$ cat src/rtl/core/spf_pkg.sv
// Servo packet framer: shared types and constants.
// Item and command structs, queue sizing, sync byte.
// No dependencies.
package spf_pkg;

  localparam logic [7:0] SyncByte = 8'hFF;

  localparam int unsigned QueueDepth = 4;
  localparam int unsigned QPtrW      = $clog2(QueueDepth);
  localparam int unsigned QCntW      = QPtrW + 1;

  localparam logic KindHeader = 1'b0;
  localparam logic KindParam  = 1'b1;

  typedef struct packed {
    logic       kind;
    logic [7:0] servo_id;
    logic [7:0] pkt_length;
    logic [7:0] instr_code;
    logic [7:0] param_byte;
  } in_item_t;

  typedef struct packed {
    logic [7:0] out_byte;
    logic       end_of_packet;
    logic       stray_param;
  } out_item_t;

  typedef enum logic [1:0] {
    CMD_HEADER,
    CMD_PARAM,
    CMD_STRAY
  } cmd_op_e;

  // one classified item, checksum already resolved
  typedef struct packed {
    cmd_op_e    op;
    logic [7:0] id;
    logic [7:0] len;
    logic [7:0] data;
    logic [7:0] csum;
    logic       with_csum;
  } cmd_t;

endpackage

$ cat src/rtl/core/spf_if.sv
// Servo packet framer: valid/ready stream interfaces for input and output beats.
// Depends on spf_pkg.
interface spf_in_if;
  logic              valid;
  logic              ready;
  spf_pkg::in_item_t item;

  modport source (output valid, output item, input ready);
  modport sink   (input valid, input item, output ready);
endinterface

interface spf_out_if;
  logic               valid;
  logic               ready;
  spf_pkg::out_item_t item;

  modport source (output valid, output item, input ready);
  modport sink   (input valid, input item, output ready);
endinterface

$ cat src/rtl/core/spf_front.sv
// Servo packet framer front end: accepts input beats, tracks packet state,
// builds one command per beat with its checksum. Depends on spf_pkg, spf_if.
module spf_front (
  input  logic          clk_i,
  input  logic          rst_ni,
  spf_in_if.sink        in_i,
  input  logic          full_i,
  output logic          push_o,
  output spf_pkg::cmd_t cmd_o
);
  import spf_pkg::*;

  logic       in_packet_q, in_packet_d;
  logic [7:0] params_left_q, params_left_d;
  logic [7:0] sum_q, sum_d;
  logic [7:0] hdr_sum;
  logic [7:0] par_sum;
  logic       accept;

  assign in_i.ready = !full_i;
  assign accept     = in_i.valid && !full_i;
  assign push_o     = accept;

  assign hdr_sum = in_i.item.servo_id + in_i.item.pkt_length + in_i.item.instr_code;
  assign par_sum = sum_q + in_i.item.param_byte;

  always_comb begin
    in_packet_d   = in_packet_q;
    params_left_d = params_left_q;
    sum_d         = sum_q;
    cmd_o.op        = CMD_STRAY;
    cmd_o.id        = in_i.item.servo_id;
    cmd_o.len       = in_i.item.pkt_length;
    cmd_o.data      = in_i.item.param_byte;
    cmd_o.csum      = ~par_sum;
    cmd_o.with_csum = 1'b0;
    if (in_i.item.kind == KindHeader) begin
      cmd_o.op        = CMD_HEADER;
      cmd_o.data      = in_i.item.instr_code;
      cmd_o.csum      = ~hdr_sum;
      cmd_o.with_csum = (in_i.item.pkt_length <= 8'd2);
      sum_d           = hdr_sum;
      params_left_d   = (in_i.item.pkt_length > 8'd2) ? (in_i.item.pkt_length - 8'd2) : 8'd0;
      in_packet_d     = (in_i.item.pkt_length > 8'd2);
    end else if (in_packet_q) begin
      cmd_o.op        = CMD_PARAM;
      cmd_o.with_csum = (params_left_q == 8'd1);
      sum_d           = par_sum;
      params_left_d   = params_left_q - 8'd1;
      in_packet_d     = (params_left_q != 8'd1);
    end
  end

  always_ff @(posedge clk_i or negedge rst_ni) begin
    if (!rst_ni) begin
      in_packet_q   <= 1'b0;
      params_left_q <= 8'd0;
      sum_q         <= 8'd0;
    end else if (accept) begin
      in_packet_q   <= in_packet_d;
      params_left_q <= params_left_d;
      sum_q         <= sum_d;
    end
  end

endmodule

$ cat src/rtl/core/spf_cmd_queue.sv
// Servo packet framer command queue: small FIFO between front and back end.
// Depends on spf_pkg.
module spf_cmd_queue (
  input  logic                      clk_i,
  input  logic                      rst_ni,
  input  logic                      push_i,
  input  spf_pkg::cmd_t             cmd_i,
  output logic                      full_o,
  input  logic                      pop_i,
  output spf_pkg::cmd_t             cmd_o,
  output logic                      empty_o,
  output logic [spf_pkg::QCntW-1:0] count_o
);
  import spf_pkg::*;

  cmd_t             store_q [QueueDepth];
  logic [QPtrW-1:0] wr_ptr_q;
  logic [QPtrW-1:0] rd_ptr_q;
  logic [QCntW-1:0] count_q;
  logic             do_push;
  logic             do_pop;

  assign full_o  = (count_q == QCntW'(QueueDepth));
  assign empty_o = (count_q == '0);
  assign count_o = count_q;
  assign cmd_o   = store_q[rd_ptr_q];
  assign do_push = push_i && !full_o;
  assign do_pop  = pop_i && !empty_o;

  always_ff @(posedge clk_i) begin
    if (do_push) begin
      store_q[wr_ptr_q] <= cmd_i;
    end
  end

  always_ff @(posedge clk_i or negedge rst_ni) begin
    if (!rst_ni) begin
      wr_ptr_q <= '0;
      rd_ptr_q <= '0;
      count_q  <= '0;
    end else begin
      if (do_push) begin
        wr_ptr_q <= wr_ptr_q + QPtrW'(1);
      end
      if (do_pop) begin
        rd_ptr_q <= rd_ptr_q + QPtrW'(1);
      end
      if (do_push && !do_pop) begin
        count_q <= count_q + QCntW'(1);
      end else if (do_pop && !do_push) begin
        count_q <= count_q - QCntW'(1);
      end
    end
  end

endmodule

$ cat src/rtl/core/spf_back.sv
// Servo packet framer back end: serialises queued commands into output beats
// through a registered output stage. Depends on spf_pkg, spf_if.
module spf_back (
  input  logic          clk_i,
  input  logic          rst_ni,
  input  spf_pkg::cmd_t cmd_i,
  input  logic          empty_i,
  output logic          pop_o,
  spf_out_if.source     out_o
);
  import spf_pkg::*;

  localparam logic [2:0] StepSync0 = 3'd0;
  localparam logic [2:0] StepSync1 = 3'd1;
  localparam logic [2:0] StepId    = 3'd2;
  localparam logic [2:0] StepLen   = 3'd3;
  localparam logic [2:0] StepIns   = 3'd4;
  localparam logic [2:0] StepHCsum = 3'd5;
  localparam logic [2:0] StepData  = 3'd0;
  localparam logic [2:0] StepPCsum = 3'd1;

  logic [2:0] step_q;
  logic       valid_q;
  out_item_t  item_q;
  out_item_t  beat;
  logic       last;
  logic       load;
  logic       fire;

  assign load  = !valid_q || out_o.ready;
  assign fire  = load && !empty_i;
  assign pop_o = fire && last;

  assign out_o.valid = valid_q;
  assign out_o.item  = item_q;

  always_comb begin
    beat.out_byte      = 8'd0;
    beat.end_of_packet = 1'b0;
    beat.stray_param   = 1'b0;
    last               = 1'b1;
    case (cmd_i.op)
      CMD_HEADER: begin
        last = cmd_i.with_csum ? (step_q == StepHCsum) : (step_q == StepIns);
        case (step_q)
          StepSync0: beat.out_byte = SyncByte;
          StepSync1: beat.out_byte = SyncByte;
          StepId:    beat.out_byte = cmd_i.id;
          StepLen:   beat.out_byte = cmd_i.len;
          StepIns:   beat.out_byte = cmd_i.data;
          default: begin
            beat.out_byte      = cmd_i.csum;
            beat.end_of_packet = 1'b1;
          end
        endcase
      end
      CMD_PARAM: begin
        last = cmd_i.with_csum ? (step_q == StepPCsum) : (step_q == StepData);
        if (step_q == StepData) begin
          beat.out_byte = cmd_i.data;
        end else begin
          beat.out_byte      = cmd_i.csum;
          beat.end_of_packet = 1'b1;
        end
      end
      CMD_STRAY: begin
        beat.stray_param = 1'b1;
      end
      default: begin
        beat.stray_param = 1'b1;
      end
    endcase
  end

  always_ff @(posedge clk_i or negedge rst_ni) begin
    if (!rst_ni) begin
      step_q  <= 3'd0;
      valid_q <= 1'b0;
    end else if (fire) begin
      valid_q <= 1'b1;
      step_q  <= last ? 3'd0 : (step_q + 3'd1);
    end else if (out_o.ready) begin
      valid_q <= 1'b0;
    end
  end

  always_ff @(posedge clk_i) begin
    if (fire) begin
      item_q <= beat;
    end
  end

endmodule

$ cat src/rtl/core/servo_packet_framer.sv
// Servo packet framer top level: front end, command queue, back end.
// Depends on spf_pkg, spf_if, spf_front, spf_cmd_queue, spf_back.
//
// Frames servo command packets onto a byte stream. A header beat produces
// five output beats (0xFF, 0xFF, id, length, instruction), plus a sixth, the
// checksum, straight away when length is 2 or less; each parameter beat produces one
// output beat, two on the last parameter of a packet, which carries the
// inverted 8-bit sum with end_of_packet set. A parameter beat outside a packet
// gives one beat with stray_param set and out_byte zero. Input beats are taken
// one per cycle while the four-entry command queue has room; the output port
// delivers one beat per cycle while its sink is ready, so the sustained rate is
// set by output beats: one or two per parameter, five or six per header, with
// the queue absorbing header bursts. Beats pass the queue, then the output register.
module servo_packet_framer (
  input  logic      clk_i,
  input  logic      rst_ni,
  spf_in_if.sink    in_i,
  spf_out_if.source out_o
);
  import spf_pkg::*;

  cmd_t             push_cmd;
  cmd_t             head_cmd;
  logic             push;
  logic             pop;
  logic             full;
  logic             empty;
  logic [QCntW-1:0] count;

  spf_front u_front (
    .clk_i  (clk_i),
    .rst_ni (rst_ni),
    .in_i   (in_i),
    .full_i (full),
    .push_o (push),
    .cmd_o  (push_cmd)
  );

  spf_cmd_queue u_queue (
    .clk_i   (clk_i),
    .rst_ni  (rst_ni),
    .push_i  (push),
    .cmd_i   (push_cmd),
    .full_o  (full),
    .pop_i   (pop),
    .cmd_o   (head_cmd),
    .empty_o (empty),
    .count_o (count)
  );

  spf_back u_back (
    .clk_i   (clk_i),
    .rst_ni  (rst_ni),
    .cmd_i   (head_cmd),
    .empty_i (empty),
    .pop_o   (pop),
    .out_o   (out_o)
  );

`ifndef ASSERT_OFF
  a_eop_not_stray: assert property (@(posedge clk_i) disable iff (!rst_ni)
    out_o.valid && out_o.item.end_of_packet |-> !out_o.item.stray_param)
    else $error("end of packet beat flagged as stray");

  a_stray_zero: assert property (@(posedge clk_i) disable iff (!rst_ni)
    out_o.valid && out_o.item.stray_param |-> (out_o.item.out_byte == 8'd0))
    else $error("stray beat carries a non-zero byte");

  a_queue_bound: assert property (@(posedge clk_i) disable iff (!rst_ni)
    count <= QCntW'(QueueDepth))
    else $error("command queue count beyond depth");

  a_no_pop_empty: assert property (@(posedge clk_i) disable iff (!rst_ni)
    pop |-> !empty)
    else $error("back end popped an empty queue");
`endif

endmodule
$ cat src/flat_wrapper.sv
// flat-port wrapper written by rule: the top's interface ports become plain ports
module servo_packet_framer_flat import spf_pkg::*;
  (clk_i, rst_ni, in_i_valid, in_i_item, in_i_ready, out_o_valid, out_o_item, out_o_ready);
  spf_in_if in_i_i ();
  spf_out_if out_o_i ();
  input  logic clk_i;
  input  logic rst_ni;
  input wire logic [$bits(in_i_i.valid)-1:0] in_i_valid;
  input wire logic [$bits(in_i_i.item)-1:0] in_i_item;
  output wire logic [$bits(in_i_i.ready)-1:0] in_i_ready;
  output wire logic [$bits(out_o_i.valid)-1:0] out_o_valid;
  output wire logic [$bits(out_o_i.item)-1:0] out_o_item;
  input wire logic [$bits(out_o_i.ready)-1:0] out_o_ready;
  assign in_i_i.valid = in_i_valid;
  assign in_i_i.item = in_i_item;
  assign in_i_ready = in_i_i.ready;
  assign out_o_valid = out_o_i.valid;
  assign out_o_item = out_o_i.item;
  assign out_o_i.ready = out_o_ready;
  servo_packet_framer u_core (.clk_i(clk_i), .rst_ni(rst_ni), .in_i(in_i_i), .out_o(out_o_i));
endmodule
$ cat config.mk
export PLATFORM = sky130hd
export DESIGN_NAME = servo_packet_framer_flat
export DESIGN_NICKNAME = d
export VERILOG_FILES = /design/src/rtl/core/spf_pkg.sv /design/src/rtl/core/spf_if.sv /design/src/rtl/core/spf_front.sv /design/src/rtl/core/spf_cmd_queue.sv /design/src/rtl/core/spf_back.sv /design/src/rtl/core/servo_packet_framer.sv /design/src/flat_wrapper.sv
export SDC_FILE = /design/constraint.sdc
export NUM_CORES = 1
export LEC_CHECK = 0
export BUFFER_PORTS_ARGS = -buffer_cell sky130_fd_sc_hd__buf_2
export CORE_UTILIZATION = 60
export DETAILED_ROUTE_END_ITERATION = 8
export PLACE_DENSITY_LB_ADDON = 0.12
export REMOVE_ABC_BUFFERS = 1
export SLEW_MARGIN = 20
export SYNTH_ARGS = -nofsm -noshare
export SYNTH_HDL_FRONTEND = slang
export SYNTH_SLANG_ARGS = --single-unit
$ cat constraint.sdc
create_clock -name clk_i -period 3.15 [get_ports clk_i]
set_input_delay 0.1575 -clock clk_i [delete_from_list [all_inputs] [get_ports clk_i]]
set_output_delay 0.1575 -clock clk_i [all_outputs]
set_load 0.005 [all_outputs]
# Word-level counts from Yosys, hierarchy flattened
# Memory sizes are Yosys's and may differ from the RTL's.
# Cells that the tools add are included.
dict set report totals {
  ramBits 140
  regBits 38
  rom_bits 0
  latchBits 0
  word_cells 86
  n_memories 1
  in_bits 37
  out_inout_bits 12
}
# name depth word_bits read_ports rd_clocked_by_memory_dff write_ports line
set memory_table {}
lappend memory_table {u_core.u_queue.store_q 4 35 1 0 1 spf_cmd_queue.sv:16} ;# cmd_t store_q [QueueDepth];
dict set report op_classes {
  n_mux 28
  div_mod_pow 0
  n_eq_ne 10
  n_reduce_logical 22
  add_sub_neg 10
  magnitude_cmp 2
  shifts 0
  bitwise 2
  n_mul 0
}
# cell n
set op_table {}
lappend op_table {{$mux W8} 6}
lappend op_table {{$pmux W8 S4} 1}
lappend op_table {{$add A8 B8 Y8} 3}
lappend op_table {{$pmux W9 S2} 1}
lappend op_table {{$mux W16} 1}
lappend op_table {{$not A8 Y8} 2}
lappend op_table {{$mux W1} 13}
lappend op_table {{$eq A3 B3 Y1 const B} 3}
lappend op_table {{$mux W3} 3}
lappend op_table {{$eq A8 B1 Y1 const B} 1}
lappend op_table {{$gt A8 B2 Y1 const B} 1}
lappend op_table {{$le A8 B2 Y1 const B} 1}
lappend op_table {{$ne A8 B1 Y1 const B} 1}
lappend op_table {{$sub A8 B1 Y8 const B} 1}
lappend op_table {{$sub A8 B2 Y8 const B} 1}
lappend op_table {{$logic_and A1 B1 Y1} 7}
lappend op_table {{$add A3 B1 Y3 const B} 2}
lappend op_table {{$eq A3 B2 Y1 const B} 2}
lappend op_table {{$logic_not A3 Y1} 2}
lappend op_table {{$logic_not A1 Y1} 5}
lappend op_table {{$reduce_or A5 Y1} 1}
lappend op_table {{$add A2 B1 Y2 const B} 2}
lappend op_table {{$mux W2} 2}
lappend op_table {{$reduce_bool A2 Y1} 2}
lappend op_table {{9 further kinds} 10}

# Longest topological paths before layout
dict set report depth {
  word_depth 8
  ltp_mapped 11
}

# Modules after synthesis
# From an unflattened synthesis, not the netlist that was laid out.
dict set report unflattened {
  cells_unflattened 553
  hier_area_um2 8583.2
}
# module cells_per_inst n_inst area_each_um2
set modules_own_cells {}
lappend modules_own_cells {spf_cmd_queue 219 1 5535.3}
lappend modules_own_cells {spf_front 234 1 2045.7}
lappend modules_own_cells {spf_back 100 1 1002.2}

# Worst setup path before layout
# No wires, ideal clock.
dict set report synth_timing {
  path_kind {register -> register}
  from {reg u_core.u_queue.rd_ptr_q[0]}
  to {reg u_core.u_queue.count_q[1], in the netlist u_core.u_queue.count_o[1]}
  path_stages_with_launch 10
  required_ns 3.025
  slack_ns 0.608
  arrival_ns 2.418
  synth_period_minus_slack_ns 2.542
  cell_sequence {dfrtp_1 -> buf_6 -> mux4_2 -> xnor2_2 -> o21bai_2 -> nand2_1 -> ha_1 -> inv_1 -> fa_1 -> mux2_2}
}
dict set report synth_between {
  elab_chain_len 8
  word_cells_on_any_way 13
  cone_classes {eq/ne: 1; mux: 4; reduce/logical: 7; memory: 1}
}
# item line
set synth_rtl {}
lappend synth_rtl {{start: declaration} spf_cmd_queue.sv:18} ;# logic [QPtrW-1:0] rd_ptr_q;
lappend synth_rtl {{start signal: assignment} spf_cmd_queue.sv:46} ;# rd_ptr_q <= rd_ptr_q + QPtrW'(1);
lappend synth_rtl {{$mem_v2 Z4 W35 (*)} n/a}
lappend synth_rtl {{$eq A2 B1 Y1 (tied with other cells)} spf_back.sv:42} ;# case (cmd_i.op)
lappend synth_rtl {{$pmux W1 S2 (*)} spf_back.sv:42}
lappend synth_rtl {{$logic_and A1 B1 Y1 (*)} spf_back.sv:32} ;# assign pop_o = fire && last;
lappend synth_rtl {{$logic_and A1 B1 Y1 (*)} spf_cmd_queue.sv:28} ;# assign do_pop = pop_i && !empty_o;
lappend synth_rtl {{$logic_not A1 Y1} spf_cmd_queue.sv:48} ;# if (do_push && !do_pop) begin
lappend synth_rtl {{$logic_and A1 B1 Y1} spf_cmd_queue.sv:48}
lappend synth_rtl {{$mux W3 / $reduce_bool A2 Y1 (equally long branches)} n/a}
lappend synth_rtl {{end signal: assignment} spf_cmd_queue.sv:49} ;# count_q <= count_q + QCntW'(1);
lappend synth_rtl {{end signal: assignment} spf_cmd_queue.sv:51} ;# count_q <= count_q - QCntW'(1);
lappend synth_rtl {{end: declaration} spf_cmd_queue.sv:19} ;# logic [QCntW-1:0] count_q;
# Every way passes the cells marked *; elsewhere a longest branch is shown, timed or not.
# A chain may end at the register's enable or synchronous reset.

==> run_results.csv <==
group,metric,value,unit
critical_path,critical_path_arrival,2960,ps
clocking,htree_levels,4,
timing,finalClockSkew,9.066,ps
routing,drt_wl_total,18.34,mm
power_and_ir_drop,swShare,0.3417,
power_and_ir_drop,power_frac_clock,0.229,
critical_path,r2r-end,"u_core.u_queue.count_o[1]",
layout,multi_input_area,3008,sq um
power_and_ir_drop,p_seq_frac,0.411,
global_routing,grt_pass1_vias,5259,
placement,place_hpwl,12.32,mm
timing,finalCritPeriodShare,0.8767,
die,pin_count,49,
global_routing,track_usage,0.2763,
placement,port_buffers,48,
hold_path,hold_path.startpoint,"in_i_item[30]",
die,die_w,120.2,microns
layout,nets,713,
global_routing,grt_max_degree,36,
hold_path,min_path_cells,1,
routing,wl_per_cell,22.13,microns
timing,rsz0062_at_grt,"false",
power_and_ir_drop,p_comb_frac,0.360,
logic_synthesis,synthFlopType,"edfxtp_1",
critical_path,rrSetupSlack,480,ps
die,rows,42,
power_and_ir_drop,power_density,936.5,nW/um^2
layout,areaGrowthSynthToFinish,12.87,%
power_and_ir_drop,ir_drop,0.5228,mV
clocking,clk_latency,430,ps
critical_path,startpoint_type,"primary input",
timing,worst_pin_slew,811.9,ps
die,core_area,13450,sq um
critical_path,cp_top_family,"compound AO/OA/AOI/OAI gates",
power_and_ir_drop,leakage,3.508,nW
routing,first_pass_iters,5,
flow_run,cap_violations,0,
logic_synthesis,ys_ff_latch,178,
clocking,ctsLongestPathBuffers,2,
clocking,cts_tree,"built",
routing,num_vias,5138,
die,fp.dieH,120.2,microns
timing,setup_viol,0,
critical_path,crit_buf_inv,2,
global_routing,grt_pass1_wl,28.84,mm
logic_synthesis,synth_edf_count,150,
logic_synthesis,synth_cells,576,
logic_synthesis,avgSynthCellArea,14.56,sq um
routing,drtIter0Drc,548,
clocking,cts_sinks,178,
placement,placed_area,8836,sq um
logic_synthesis,yosysSeqAreaShare,0.6204,
die,initial_core_util,0.6236,
global_routing,antenna_found_initial,0,
layout,final_area,9469,sq um
global_routing,busiest_layer,"met2",
die,design.die.area,14460,sq um
critical_path,max_stage_delay,540,ps
critical_path,crit_chain,"dlygate4sd3_1, buf_2, fa_1, ha_1, a211oi_1, o21bai_1, a21oi_1, xor2_1, nor2_1, a21oi_1",
layout,diodes,0,
global_routing,met1_usage,0.3820,
timing,hold_viol_final,0,
critical_path,rr_worst_depth,8,
timing,fin_crit,2761,ps
clocking,cts_resized,0,
clocking,cts_buffers,17,
layout,final_util,0.7039,
timing,max-slew-margin-rel,0.4530,
logic_synthesis,ys_async_sr_fraction,0.1573,
critical_path,crit_fanout,5,
layout,drive_above_1_share,0.2113,
timing,max_freq,362.1,MHz
logic_synthesis,yosysWarnings,0,
routing,drtAntennaViolNets,0,
critical_path,crit_top_cell,"a21oi_1",
outcome,status,"completed",
power_and_ir_drop,netSwitchingPower,3.031,mW
critical_path,cp-end-kind,"flop",
hold_path,hold_path_class,"in -> reg",
global_routing,grtUsageMet2,0.4411,
power_and_ir_drop,p_int,5.837,mW
critical_path,slowest_stage,"dlygate4sd3_1",
timing,holdWs,13.19,ps
layout,fillers,929,
global_routing,grt.overflow.total,0,
routing,drc,0,
global_routing,gr-usage-met3,0.05094,
hold_path,min_to,"u_core.u_queue.store_q[1][31]",
timing,drv_slew,0,
critical_path,r2r_start,"u_core.u_queue.rd_ptr_q[0]",
placement,place_congestion,0.8597,
logic_synthesis,yosysUniqueCellTypes,56,
critical_path,path_class,"in -> reg",
clocking,root_buffer,"clkbuf_16",
logic_synthesis,netlist_area,8389,sq um
critical_path,required,3350,ps
layout,regArea,5206,sq um
clocking,clk_pin_slew,60,ps
routing,viasPerCell,6.198,
-- cell usage in the layout, fill, tap and decap left out, types with 5 or more instances in the layout --
cell,instances
a21boi_0,6
nor3_1,8
o21ai_0,43
xor2_1,5
nand3_1,10
a21o_1,5
o22ai_1,14
mux2i_1,34
edfxtp_1,150
o2111ai_1,6
a211oi_1,6
mux4_2,19
fa_1,10
a21oi_1,22
clkbuf_16,18
xnor2_1,14
nand2b_1,7
nand2_1,33
inv_1,18
mux2_2,21
nor2_1,25
buf_2,48
buf_4,12
dlygate4sd3_1,6
dfrtp_1,27
ha_1,26
-- worst max-delay path by stage --
stage | to | startpoint | cells past startpoint
after floorplan | u_core.u_queue.count_o[1] | u_core.u_queue.rd_ptr_q[0] | 8
after global placement | u_core.u_queue.store_q[0][8] | in_i_item[17] | 11
after detailed placement | u_core.u_queue.store_q[0][8] | in_i_item[17] | 11
after CTS | u_core.u_queue.store_q[3][8] | in_i_item[25] | 12
after global routing | u_core.u_queue.store_q[3][8] | in_i_item[25] | 12
final | u_core.u_queue.store_q[1][7] | in_i_item[26] | 10
-- repair_timing --
item | 4_1_cts | 5_1_grt
hold buffers | 6 | 0
endpoints found under the hold margin | 45 | 0
setup buffers | 0 | 0
-- power groups by stage --
stage | sequential (mW) | clock [mW] | combinational, mW
floorplan | 3.78 | 0 | 2.09
global placement | 3.65 | 0 | 3.08
detailed placement | 3.70 | 0 | 3.17
CTS | 3.65 | 2.05 | 3.20
global route | 3.70 | 2.13 | 3.51
finish | 3.65 | 2.03 | 3.19
-- state kept, by name, summed over array words and instances, names as in the netlist --
| signal | cells |
|---|---|
| u_core.u_queue.count_o | 3 |
| u_core.u_back.step_q | 3 |
| u_core.u_queue.wr_ptr_q | 2 |
| u_core.u_front.in_packet_q | 1 |
| u_core.u_front.sum_q | 8 |
| u_core.u_queue.rd_ptr_q | 2 |
| u_core.u_back.out_o.valid | 1 |
| u_core.u_front.params_left_q | 8 |
| u_core.u_back.out_o.item | 10 |
| u_core.u_queue.store_q | 140 |
-- final cells by class --
cell class / instances / area share
tap: 176 / 0.02326
sequential: 178 / 0.5498
clock inverter: 10 / 0.007135
clock buffer: 22 / 0.05338
inverter: 19 / 0.007532
timing repair buffer: 66 / 0.04123
multi-input combinational: 358 / 0.3177
-- through the flow --
| stage | power [mW] | setup TNS [ps] | worst slack [ps] | instances |
|---|---|---|---|---|
| 4_1_cts | 8.892 | 0 | 421.3 | 829 |
| 6_report | 8.868 | 0 | 388.5 | 829 |
| 3_3_place_gp | 6.731 | 0 | 520.2 | 791 |
| 2_1_floorplan | 5.876 | -3492 | -943.9 | 555 |
| 3_5_place_dp | 6.863 | 0 | 442.8 | 791 |
| 5_1_grt | 9.346 | 0 | 210.2 | 829 |
-- cells by family (layout without fill, tap and decap cells) --
| group | count (synthesis) | count (layout) | synth area share |
|---|---|---|---|
| compound gates | 126 | 126 | 0.09575 |
| mux | 74 | 74 | 0.1198 |
| flops | 178 | 178 | 0.6204 |
| simple gates | 101 | 101 | 0.05593 |
| xor+xnor | 21 | 21 | 0.02446 |
| buf+inv | 40 | 117 | 0.02103 |
| fa+ha+maj | 36 | 36 | 0.06264 |
-- worst reg2reg max path: stages (launching register included) --
cell      delay (ps)
dfrtp_2          440
mux4_2           610
xnor2_2          170
o21bai_2         230
nand2_1          120
ha_1             240
inv_1             90
fa_1             390
mux2_2           270
-- synth_stat cells, drive strengths merged, types with 3 or more instances --
cell / n / area (sq um)
edfxtp: 150 / 4504
o21ai: 45 / 229.0
mux2i: 34 / 340.3
nand2: 33 / 123.9
dfrtp: 28 / 700.7
ha: 26 / 325.3
nor2: 25 / 93.84
a21oi: 22 / 110.1
mux2: 21 / 236.5
mux4: 19 / 427.9
inv: 18 / 67.56
xnor2: 15 / 138.9
o22ai: 14 / 87.58
clkbuf: 11 / 41.29
buf: 10 / 63.81
fa: 10 / 200.2
nand3: 10 / 50.05
nor3: 8 / 40.04
nand2b: 7 / 43.79
a211oi: 6 / 45.04
a21boi: 6 / 45.04
o2111ai: 6 / 52.55
a21o: 5 / 37.54
xor2: 5 / 43.79
and2: 4 / 25.02
and3: 4 / 25.02
a221oi: 3 / 26.28
o21bai: 3 / 26.27
-- routing by layer --
layer / part of all wire / vias up
li1: - / 2349
met1: 0.43 / 2568
met2: 0.49 / 181
met3: 0.061 / 40
met4: 0.022 / 0
met5: 0 / -
Power figures use the tool's default switching activity.
